[config.mk]
export PLATFORM = sky130hd
export DESIGN_NAME = cansd_queue
export DESIGN_NICKNAME = d
export VERILOG_FILES = /design/src/rtl/cansd_pkg.sv /design/src/rtl/cansd_queue.sv
export SDC_FILE = /design/constraint.sdc
export NUM_CORES = 1
export LEC_CHECK = 0
export ABC_AREA = 1
export BUFFER_PORTS_ARGS = -buffer_cell sky130_fd_sc_hd__buf_2
export CORE_MARGIN = 2
export CORE_UTILIZATION = 52
export CTS_CLUSTER_SIZE = 14
export DETAILED_ROUTE_END_ITERATION = 10
export PLACE_DENSITY = 0.87
export SETUP_SLACK_MARGIN = 0.1
export SLEW_MARGIN = 20
export SYNTH_ARGS = -nofsm -noshare
export SYNTH_HDL_FRONTEND = slang
export SYNTH_SLANG_ARGS = --single-unit
[constraint.sdc]
create_clock -name clk -period 6.35 [get_ports clk]
set_input_delay 0.3175 -clock clk [delete_from_list [all_inputs] [get_ports clk]]
set_output_delay 0.3175 -clock clk [all_outputs]
set_load 0.1 [all_outputs]
[src/rtl/cansd_pkg.sv]
// Shared types and constants for the CAN signal decoder.
// Used by every module of the block; no dependencies of its own.
`default_nettype none

package cansd_pkg;

  // Payload geometry
  localparam int PAYLOAD_BYTES = 8;
  localparam int PAYLOAD_BITS  = PAYLOAD_BYTES * 8;

  // Zero filter count used when the configured count is zero
  localparam logic [7:0] ZERO_DEFAULT = 8'd11;
  localparam logic [7:0] ZERO_SAT     = 8'hFF;

  // Depth of the queue between front and back
  localparam int QUEUE_DEPTH = 2;

  // Configuration port geometry and register indexes
  localparam int CFG_IDX_W  = 3;
  localparam int CFG_DATA_W = 48;

  localparam logic [CFG_IDX_W-1:0] REG_MATCH_ID       = 3'd0;
  localparam logic [CFG_IDX_W-1:0] REG_MATCH_EXTENDED = 3'd1;
  localparam logic [CFG_IDX_W-1:0] REG_SIGNAL_START   = 3'd2;
  localparam logic [CFG_IDX_W-1:0] REG_SIGNAL_LENGTH  = 3'd3;
  localparam logic [CFG_IDX_W-1:0] REG_SIGNAL_FORMAT  = 3'd4;
  localparam logic [CFG_IDX_W-1:0] REG_SCALE_FACTOR   = 3'd5;
  localparam logic [CFG_IDX_W-1:0] REG_SCALE_OFFSET   = 3'd6;
  localparam logic [CFG_IDX_W-1:0] REG_ZERO_CONFIRM   = 3'd7;

  // Signal format bits
  localparam int FMT_LITTLE = 0;
  localparam int FMT_SIGNED = 1;

  // Q31.16 bounds and the largest product magnitude that can still fit
  localparam logic signed [47:0] Q_MAX = 48'sh7FFF_FFFF_FFFF;
  localparam logic signed [47:0] Q_MIN = 48'sh8000_0000_0000;
  localparam logic [95:0] PROD_LIMIT = 96'd1 << 49;

  // Input transaction
  typedef struct packed {
    logic [28:0] frame_id;
    logic        frame_extended;
    logic        frame_remote;
    logic [3:0]  frame_length;
    logic [63:0] frame_data;
    logic [31:0] now_ms;
  } cansd_in_t;

  // Result transaction
  typedef struct packed {
    logic               frame_matched;
    logic               decode_ok;
    logic signed [47:0] decoded_value;
    logic               held_valid;
    logic signed [47:0] held_value;
    logic [7:0]         zero_run;
    logic [31:0]        seen_time;
  } cansd_out_t;

  // Configuration registers
  typedef struct packed {
    logic [28:0]        match_id;
    logic               match_extended;
    logic [5:0]         signal_start;
    logic [6:0]         signal_length;
    logic [1:0]         signal_format;
    logic signed [31:0] scale_factor;
    logic signed [47:0] scale_offset;
    logic [7:0]         zero_confirm;
  } cansd_cfg_t;

  // Classified frame handed from front to back
  typedef struct packed {
    logic        matched;
    logic        fit;
    logic        rneg;
    logic [63:0] raw;
    logic [31:0] now_ms;
  } cansd_item_t;

endpackage

`default_nettype wire

[src/rtl/cansd_queue.sv]
// Short queue of classified frames between front and back.
// Depends on cansd_pkg for the item type and depth.
`default_nettype none

module cansd_queue (
  input  logic                    clk,
  input  logic                    rst_n,
  input  logic                    push,
  output logic                    full,
  input  cansd_pkg::cansd_item_t  wdata,
  input  logic                    pop,
  output logic                    valid,
  output cansd_pkg::cansd_item_t  rdata
);
  import cansd_pkg::*;

  localparam int PTR_W = (QUEUE_DEPTH > 1) ? $clog2(QUEUE_DEPTH) : 1;
  localparam int CNT_W = $clog2(QUEUE_DEPTH + 1);

  cansd_item_t       mem_r [QUEUE_DEPTH];
  logic [PTR_W-1:0]  wr_ptr_r;
  logic [PTR_W-1:0]  rd_ptr_r;
  logic [CNT_W-1:0]  count_r;
  logic              push_ok;
  logic              pop_ok;

  assign full    = count_r == CNT_W'(QUEUE_DEPTH);
  assign valid   = count_r != '0;
  assign rdata   = mem_r[rd_ptr_r];
  assign push_ok = push && !full;
  assign pop_ok  = pop && valid;

  // Advance pointers and occupancy
  always_ff @(posedge clk) begin
    if (!rst_n) begin
      wr_ptr_r <= '0;
      rd_ptr_r <= '0;
      count_r  <= '0;
    end else begin
      if (push_ok) begin
        wr_ptr_r <= (wr_ptr_r == PTR_W'(QUEUE_DEPTH-1)) ? '0 : wr_ptr_r + 1'b1;
      end
      if (pop_ok) begin
        rd_ptr_r <= (rd_ptr_r == PTR_W'(QUEUE_DEPTH-1)) ? '0 : rd_ptr_r + 1'b1;
      end
      if (push_ok && !pop_ok) begin
        count_r <= count_r + 1'b1;
      end else if (pop_ok && !push_ok) begin
        count_r <= count_r - 1'b1;
      end
    end
  end

  // Store the pushed transaction
  always_ff @(posedge clk) begin
    if (push_ok) begin
      mem_r[wr_ptr_r] <= wdata;
    end
  end

  a_count_bound: assert property (@(posedge clk) disable iff (!rst_n)
    count_r <= CNT_W'(QUEUE_DEPTH))
    else $error("queue occupancy beyond depth");

  a_count_up: assert property (@(posedge clk) disable iff (!rst_n)
    (push_ok && !pop_ok) |=> (count_r == CNT_W'($past(count_r) + 1'b1)))
    else $error("queue occupancy did not grow on push");

endmodule

`default_nettype wire

==> results of run 1 <==
-- path summary, 6_finish.rpt --
kind | from | to | cells after the start
worst max-delay path | register | rdata[97] | 3
worst min-delay path | wdata[63] | mem_r[0][63] | 1
worst max register to register | count_r[0] | mem_r[0][14] | 3
worst min register to register | rd_ptr_r | register | 2
-- registers in the layout (all words and copies together), names as in the netlist, named ones only --
register,count
mem_r,198
count_r,2
rd_ptr_r,1
wr_ptr_r,1
-- per-layer routing --
metal / routed length [microns] / GRT usage [%]
met1: 4840 / 18.6
met2: 6740 / 29.2
met3: 1000 / 4.11
met4: 318 / 5.47
met5: 0 / 0
-- metrics by stage --
step / instance area [sq um] / hold slack (ps) / utilization [%] / cells
final: 9290 / 30.7 / 66.9 / 755
after global routing: 9290 / 12.6 / 66.9 / 755
after CTS: 9290 / 13.5 / 66.9 / 755
after detailed placement: 8620 / 488 / 62.1 / 720
after global placement: 8620 / 479 / 62.1 / 720
after floorplan: 7410 / 416 / - / 345
-- logic make-up after synthesis --
logic type / share of synthesized area (%)
simple gates: 0.962
mux: 15.5
fa+ha+maj: 0.169
buf+inv: 1.40
flops: 81.6
compound gates: 0.371
-- layout make-up --
| cell class | count | area [sq um] | share of cell area [%] |
|---|---|---|---|
| sequential | 203 | 6050 | 65.2 |
| multi-input combinational | 123 | 1280 | 13.8 |
| inverter | 8 | 30.0 | 0.323 |
| clock buffer | 25 | 541 | 5.82 |
| tap | 180 | 225 | 2.43 |
| timing repair buffer | 206 | 1040 | 11.2 |
| clock inverter | 10 | 123 | 1.32 |
-- placed cells by master, fill, tap and decap left out, types with 4 or more instances in the layout --
cell       synthesis  routed
buf_2              8     203
clkbuf_1           0       4
clkbuf_16          0      21
clkinv_1           0       4
dfxtp_1            5       4
edfxtp_1         198     198
inv_1              8       8
mux2_2            89      89
mux2_4            10      10
nand2_1            7       7
nor2_1             9       7
==> results.txt, run 1 <==
H-tree Lvls - 1
Synth Flop Type - edfxtp_1
Max Freq - 333 MHz
CTS clk-pin slew, worst paths - 60 ps
Final clock skew - 9.19 ps
DR DRC count - 0
Kind of cell adding the most delay to the critical path - buffers and inverters
Final period util - 47.3%
Die area - 15,200 sq um
Total Routing Usage GR - 16.1%
Die Ht - 123 microns
Initial DRT Pass Iterations - 4
Crit end category - output pin
Post-DP HPWL - 8580 microns
RSZ-0062 raised after global routing - no
Post-Synthesis Net Count - 449
Die W - 123 microns
CTS root buf - clkbuf_16
Row cnt - 43
Synthesis warning total - 0
Max transition margin - 30.8%
Kind of critical path - reg -> out
TNS Setup - 0 ps
Initial DRC count - 197
Post-route ant nets - 0
PostCTS Resize Cnt - 0
CTS sink count - 203
CP required - 6030 ps
Maximum clock path buffer count - 3
First-pass GRT wire length - 18,900 microns
Final antenna diode count - 0
# IOs - 204
Period minus WS final - 3000 ps
Most frequent cells after synthesis - 198 x edfxtp_1, 89 x mux2_2, 10 x mux2_4
Worst Path Arrival - 2690 ps
DRT Wirelength - 12,900 microns
Slowest stage cell on the critical path - dfxtp_4
Kind of start point of the critical path - register
Share of the synthesized area in the top cell type - 80.2%
Buf/Inv on CP - 2
Mapped Cells - 345
Top-count cell post-synth - edfxtp_1
Antenna violations before repair - 0
Worst setup margin - 3350 ps
EDFF count, synth - 198
Maxcap violations - 0
Fraction of layout cells with a size suffix above 1 - 58.3%
Wire per inst - 17.1 microns
FF+latch count, synth - 203
Nets - 666
# fillers - 927
Total CTS buffers - 20
Routability congestion estimate - 0.733
Outcome - finished clean
Final hold vios - 0
# setup viols final - 0
Mapped cell area - 7410 sq um
CP peak stage delay - 760 ps
Pre-CTS setup slack - 3700 ps
Syn_area_per_cell - 21.5 sq um
R2R Setup Slk - 3710 ps
Hold Path Class - in -> reg
CTS tree - built
Pins Over Slew Limit - 0
Number of global-route vias before repair - 3,949
Core area - 13,900 sq um
Area Overhead vs Synth - 25.2%
Worst-Skew Late Latency - 470 ps
Area contributors post-synth - edfxtp_1 80%, mux2_2 14%, mux2_4 2.0%
Hold Buf Count CTS - 0
Initial core utilization - 53.4%
Worst-path cell chain - buf_4, mux2_2, buf_2
Largest net degree at the start of global routing - 78
Vias/cell - 5.11
Sequential area share after synthesis - 81.6%
Largest area contributor in the netlist - edfxtp_1
Port Buffers - 203
Grt ovf - 0
Via Count - 3,858
Postcts setup bufs - 0
Crit path max fanout - 54
Synth unique cells - 15
Share of flip-flops with an asynchronous set or reset - 0%
Worst-Margin Slew - 1040 ps
Power of run 1 is not shown: default switching activity piles up to over one toggle a cycle in this logic, so the estimate is an artifact.
==> run 2: changes to the inputs <==
ABC_AREA = 0   (was 1)
clock period = 2.9 ns   (was 6.35 ns; I/O delays follow)
==> run 2 against run 1 <==
- sequential cell count did not move
- hold slack better by 130 ps
- first-iteration DRC count increased by 4.1%
- wire length up 21%
- cell area is 11% higher
- area after synthesis hardly changed
- synthesized cell count fell by 3.5%
- critical path depth did not move
- critical path type unchanged
==> results.txt, run 2 <==
Crit path max fanout - 38 (was 54)
Number of global-route vias before repair - 4,650 (was 3,949)
Max reg flops - 198 (unchanged)
Syn_area_per_cell - 22.2 sq um (was 21.5 sq um)
Final period util - 83.2%
Worst Path Arrival - 2270 ps (was 2690 ps)
Crit end category - output pin (unchanged)
Outcome - finished clean (unchanged)
Area of the multi-input gates - 1300 sq um (was 1280 sq um)
Nets - 758 (was 666)
Kind of start point of the critical path - register (unchanged)
Worst-Skew Late Latency - 480 ps (was 470 ps)
Share of the synthesized area in the top cell type - 80.3% (was 80.2%)
Max Freq - 415 MHz
CTS tree - built (unchanged)
Hold Path Class - in -> reg (unchanged)
CP required - 2760 ps (was 6030 ps)
Maximum clock path buffer count - 3 (unchanged)
Antenna violations before repair - 0 (unchanged)
Area Overhead vs Synth - 39.7% (was 25.2%)
FF-to-FF path depth - 4 (was 3)
First-pass GRT wire length - 23,000 microns (was 18,900 microns)
Die W - 123 microns (about the same)
Synth unique cells - 23 (was 15)
# fillers - 787 (was 927)
Worst-Margin Slew - 544 ps (was 1040 ps)
Post-Synthesis Net Count - 437 (was 449)
Leakage - 3.93 nW
Final clock skew - 11.1 ps (was 9.19 ps)
Final Util - 74.6% (was 66.9%)
Pins Over Slew Limit - 0 (unchanged)
FF+latch count, synth - 203 (unchanged)
H-tree Lvls - 1 (unchanged)
Peak VDD IR - 1010 uV
Wire per inst - 18.4 microns (was 17.1 microns)
Initial DRT Pass Iterations - 4 (unchanged)
Core area - 13,900 sq um (unchanged)
Row cnt - 43 (unchanged)
# IOs - 204 (unchanged)
Synth Flop Type - edfxtp_1 (unchanged)
Top-count cell post-synth - edfxtp_1 (unchanged)
Via Count - 4,312 (was 3,858)
Most frequent cells in the layout - 203 x buf_2, 198 x edfxtp_1, 100 x dlygate4sd3_1, 89 x mux2_2, 21 x clkbuf_16 (was 203 x buf_2, 198 x edfxtp_1, 89 x mux2_2, 21 x clkbuf_16, 10 x mux2_4)
Vias/cell - 5.08 (was 5.11)
Largest registers - mem_r (198), count_r (2) (unchanged)
Top reg by flops - mem_r (unchanged)
Largest area contributor in the netlist - edfxtp_1 (unchanged)
Commonest non-fill, non-tap cell in the layout - buf_2 (unchanged)
Most frequent cells after synthesis - 198 x edfxtp_1, 89 x mux2_2, 10 x mux2_4 (unchanged)
Total Routing Usage GR - 19.9% (was 16.1%)
CTS root buf - clkbuf_16 (unchanged)
Routability congestion estimate - 0.711 (was 0.733)
Port Buffers - 203 (unchanged)
DR DRC count - 0 (unchanged)
Share of flip-flops with an asynchronous set or reset - 0% (unchanged)
Sequential area share after synthesis - 81.6% (about the same)
Post-DP HPWL - 9050 microns (was 8580 microns)
Max transition margin - 64.0% (was 30.8%)
Grt ovf - 0 (unchanged)
Initial core utilization - 53.4% (about the same)
Hold Path Stages - 3 (was 1)
# setup viols final - 0 (unchanged)
Post-route ant nets - 0 (unchanged)
CTS sink count - 203 (unchanged)
Fraction of layout cells with a size suffix above 1 - 51.3% (was 58.3%)
Mapped Cells - 333 (was 345)
EDFF count, synth - 198 (unchanged)
CTS clk-pin slew, worst paths - 60 ps (about the same)
DRT Wirelength - 15,600 microns (was 12,900 microns)
Total CTS buffers - 20 (unchanged)
Initial DRC count - 205 (was 197)
PwrDens - 1120 nW/um^2
Kind of critical path - reg -> out (unchanged)
Area contributors post-synth - edfxtp_1 80%, mux2_2 14%, mux2_4 2.0% (unchanged)
Synthesis warning total - 0 (unchanged)
RSZ-0062 raised after global routing - no (unchanged)
Mapped cell area - 7410 sq um (about the same)
Hold slack - 157 ps (was 30.7 ps)
Final hold vios - 0 (unchanged)
Largest net degree at the start of global routing - 49 (was 78)
Register area - 6050 sq um (about the same)
Final antenna diode count - 0 (unchanged)
Maxcap violations - 0 (unchanged)
Die area - 15,200 sq um (about the same)
Period minus WS final - 2410 ps
PostCTS Resize Cnt - 0 (unchanged)
Die Ht - 123 microns (about the same)
-- run 2: cell count changes after synthesis, sizes merged, moves of 2 or more --
cell	delta
nor2	-8
nand2	-7
inv	-6
and2	+3
a21boi	+2
xnor2	+2
-- run 2: per-stage QoR --
step	cell area, sq um	setup WS, ps	power [mW]	instances	TNS [ps]
2_1_floorplan	7430	-549	8.34	333	-54800
3_3_place_gp	8710	1030	9.00	712	0
3_5_place_dp	8710	975	9.08	712	0
4_1_cts	10400	439	11.7	848	0
5_1_grt	10400	372	12.0	848	0
6_report	10400	488	11.6	848	0
-- run 2: critical path, stage by stage, from the launching register on --
cell     delay [ps]
dfxtp_4         680
buf_4           400
mux2_2          390
buf_2           290
-- run 2: cell type report --
cell class                      count  area share [%]
Inverter                            2           0.145
Timing Repair Buffer              310            20.5
Sequential cell                   203            58.4
Clock buffer                       26            5.26
Multi-Input combinational cell    117            12.6
Tap cell                          180            2.18
Clock inverter                     10           0.943
-- run 2: kinds of logic (layout without fill, tap and decap cells) --
group	Yosys count	in the layout	synth area share, %
compound gates	5	5	0.439
flops	203	203	81.6
xor+xnor	3	3	0.355
fa+ha+maj	1	1	0.169
mux	99	99	15.6
simple gates	9	9	0.777
buf+inv	13	348	1.10
-- run 2: worst paths after layout --
kind / from / end / slack (ps)
hold / removal: push / wr_ptr_r / 160
hold reg to reg: count_r[1] / count_r[1] / 580
setup / recovery: register / rdata[39] / 490
setup reg to reg: count_r[0] / mem_r[0][0] / 1200
-- run 2: where the power goes --
group	switching (mW)	leakage, nW	internal, mW	total [mW]
Clock	1.01	0.311	1.50	2.51
Sequential	0.184	1.89	3.69	3.87
Combinational	4.20	1.73	1.06	5.26
Total	5.40	3.93	6.25	11.6
-- run 2: timing repair --
action | in CTS | in global routing
endpoints found under the hold margin | 203 | 0
hold buffers | 100 | 0
buffers inserted | 0 | 0
-- run 2: metal layers --
| layer | share of wire [%] | GRT usage, % | vias up |
|---|---|---|---|
| met1 | 38 | 22.6 | 2116 |
| li1 | - | - | 1963 |
| met5 | 0 | 0 | - |
| met4 | 2.5 | 6.61 | 0 |
| met3 | 7.1 | 4.66 | 40 |
| met2 | 53 | 36.7 | 193 |
No activity file was read; power rests on OpenSTA's default activity.
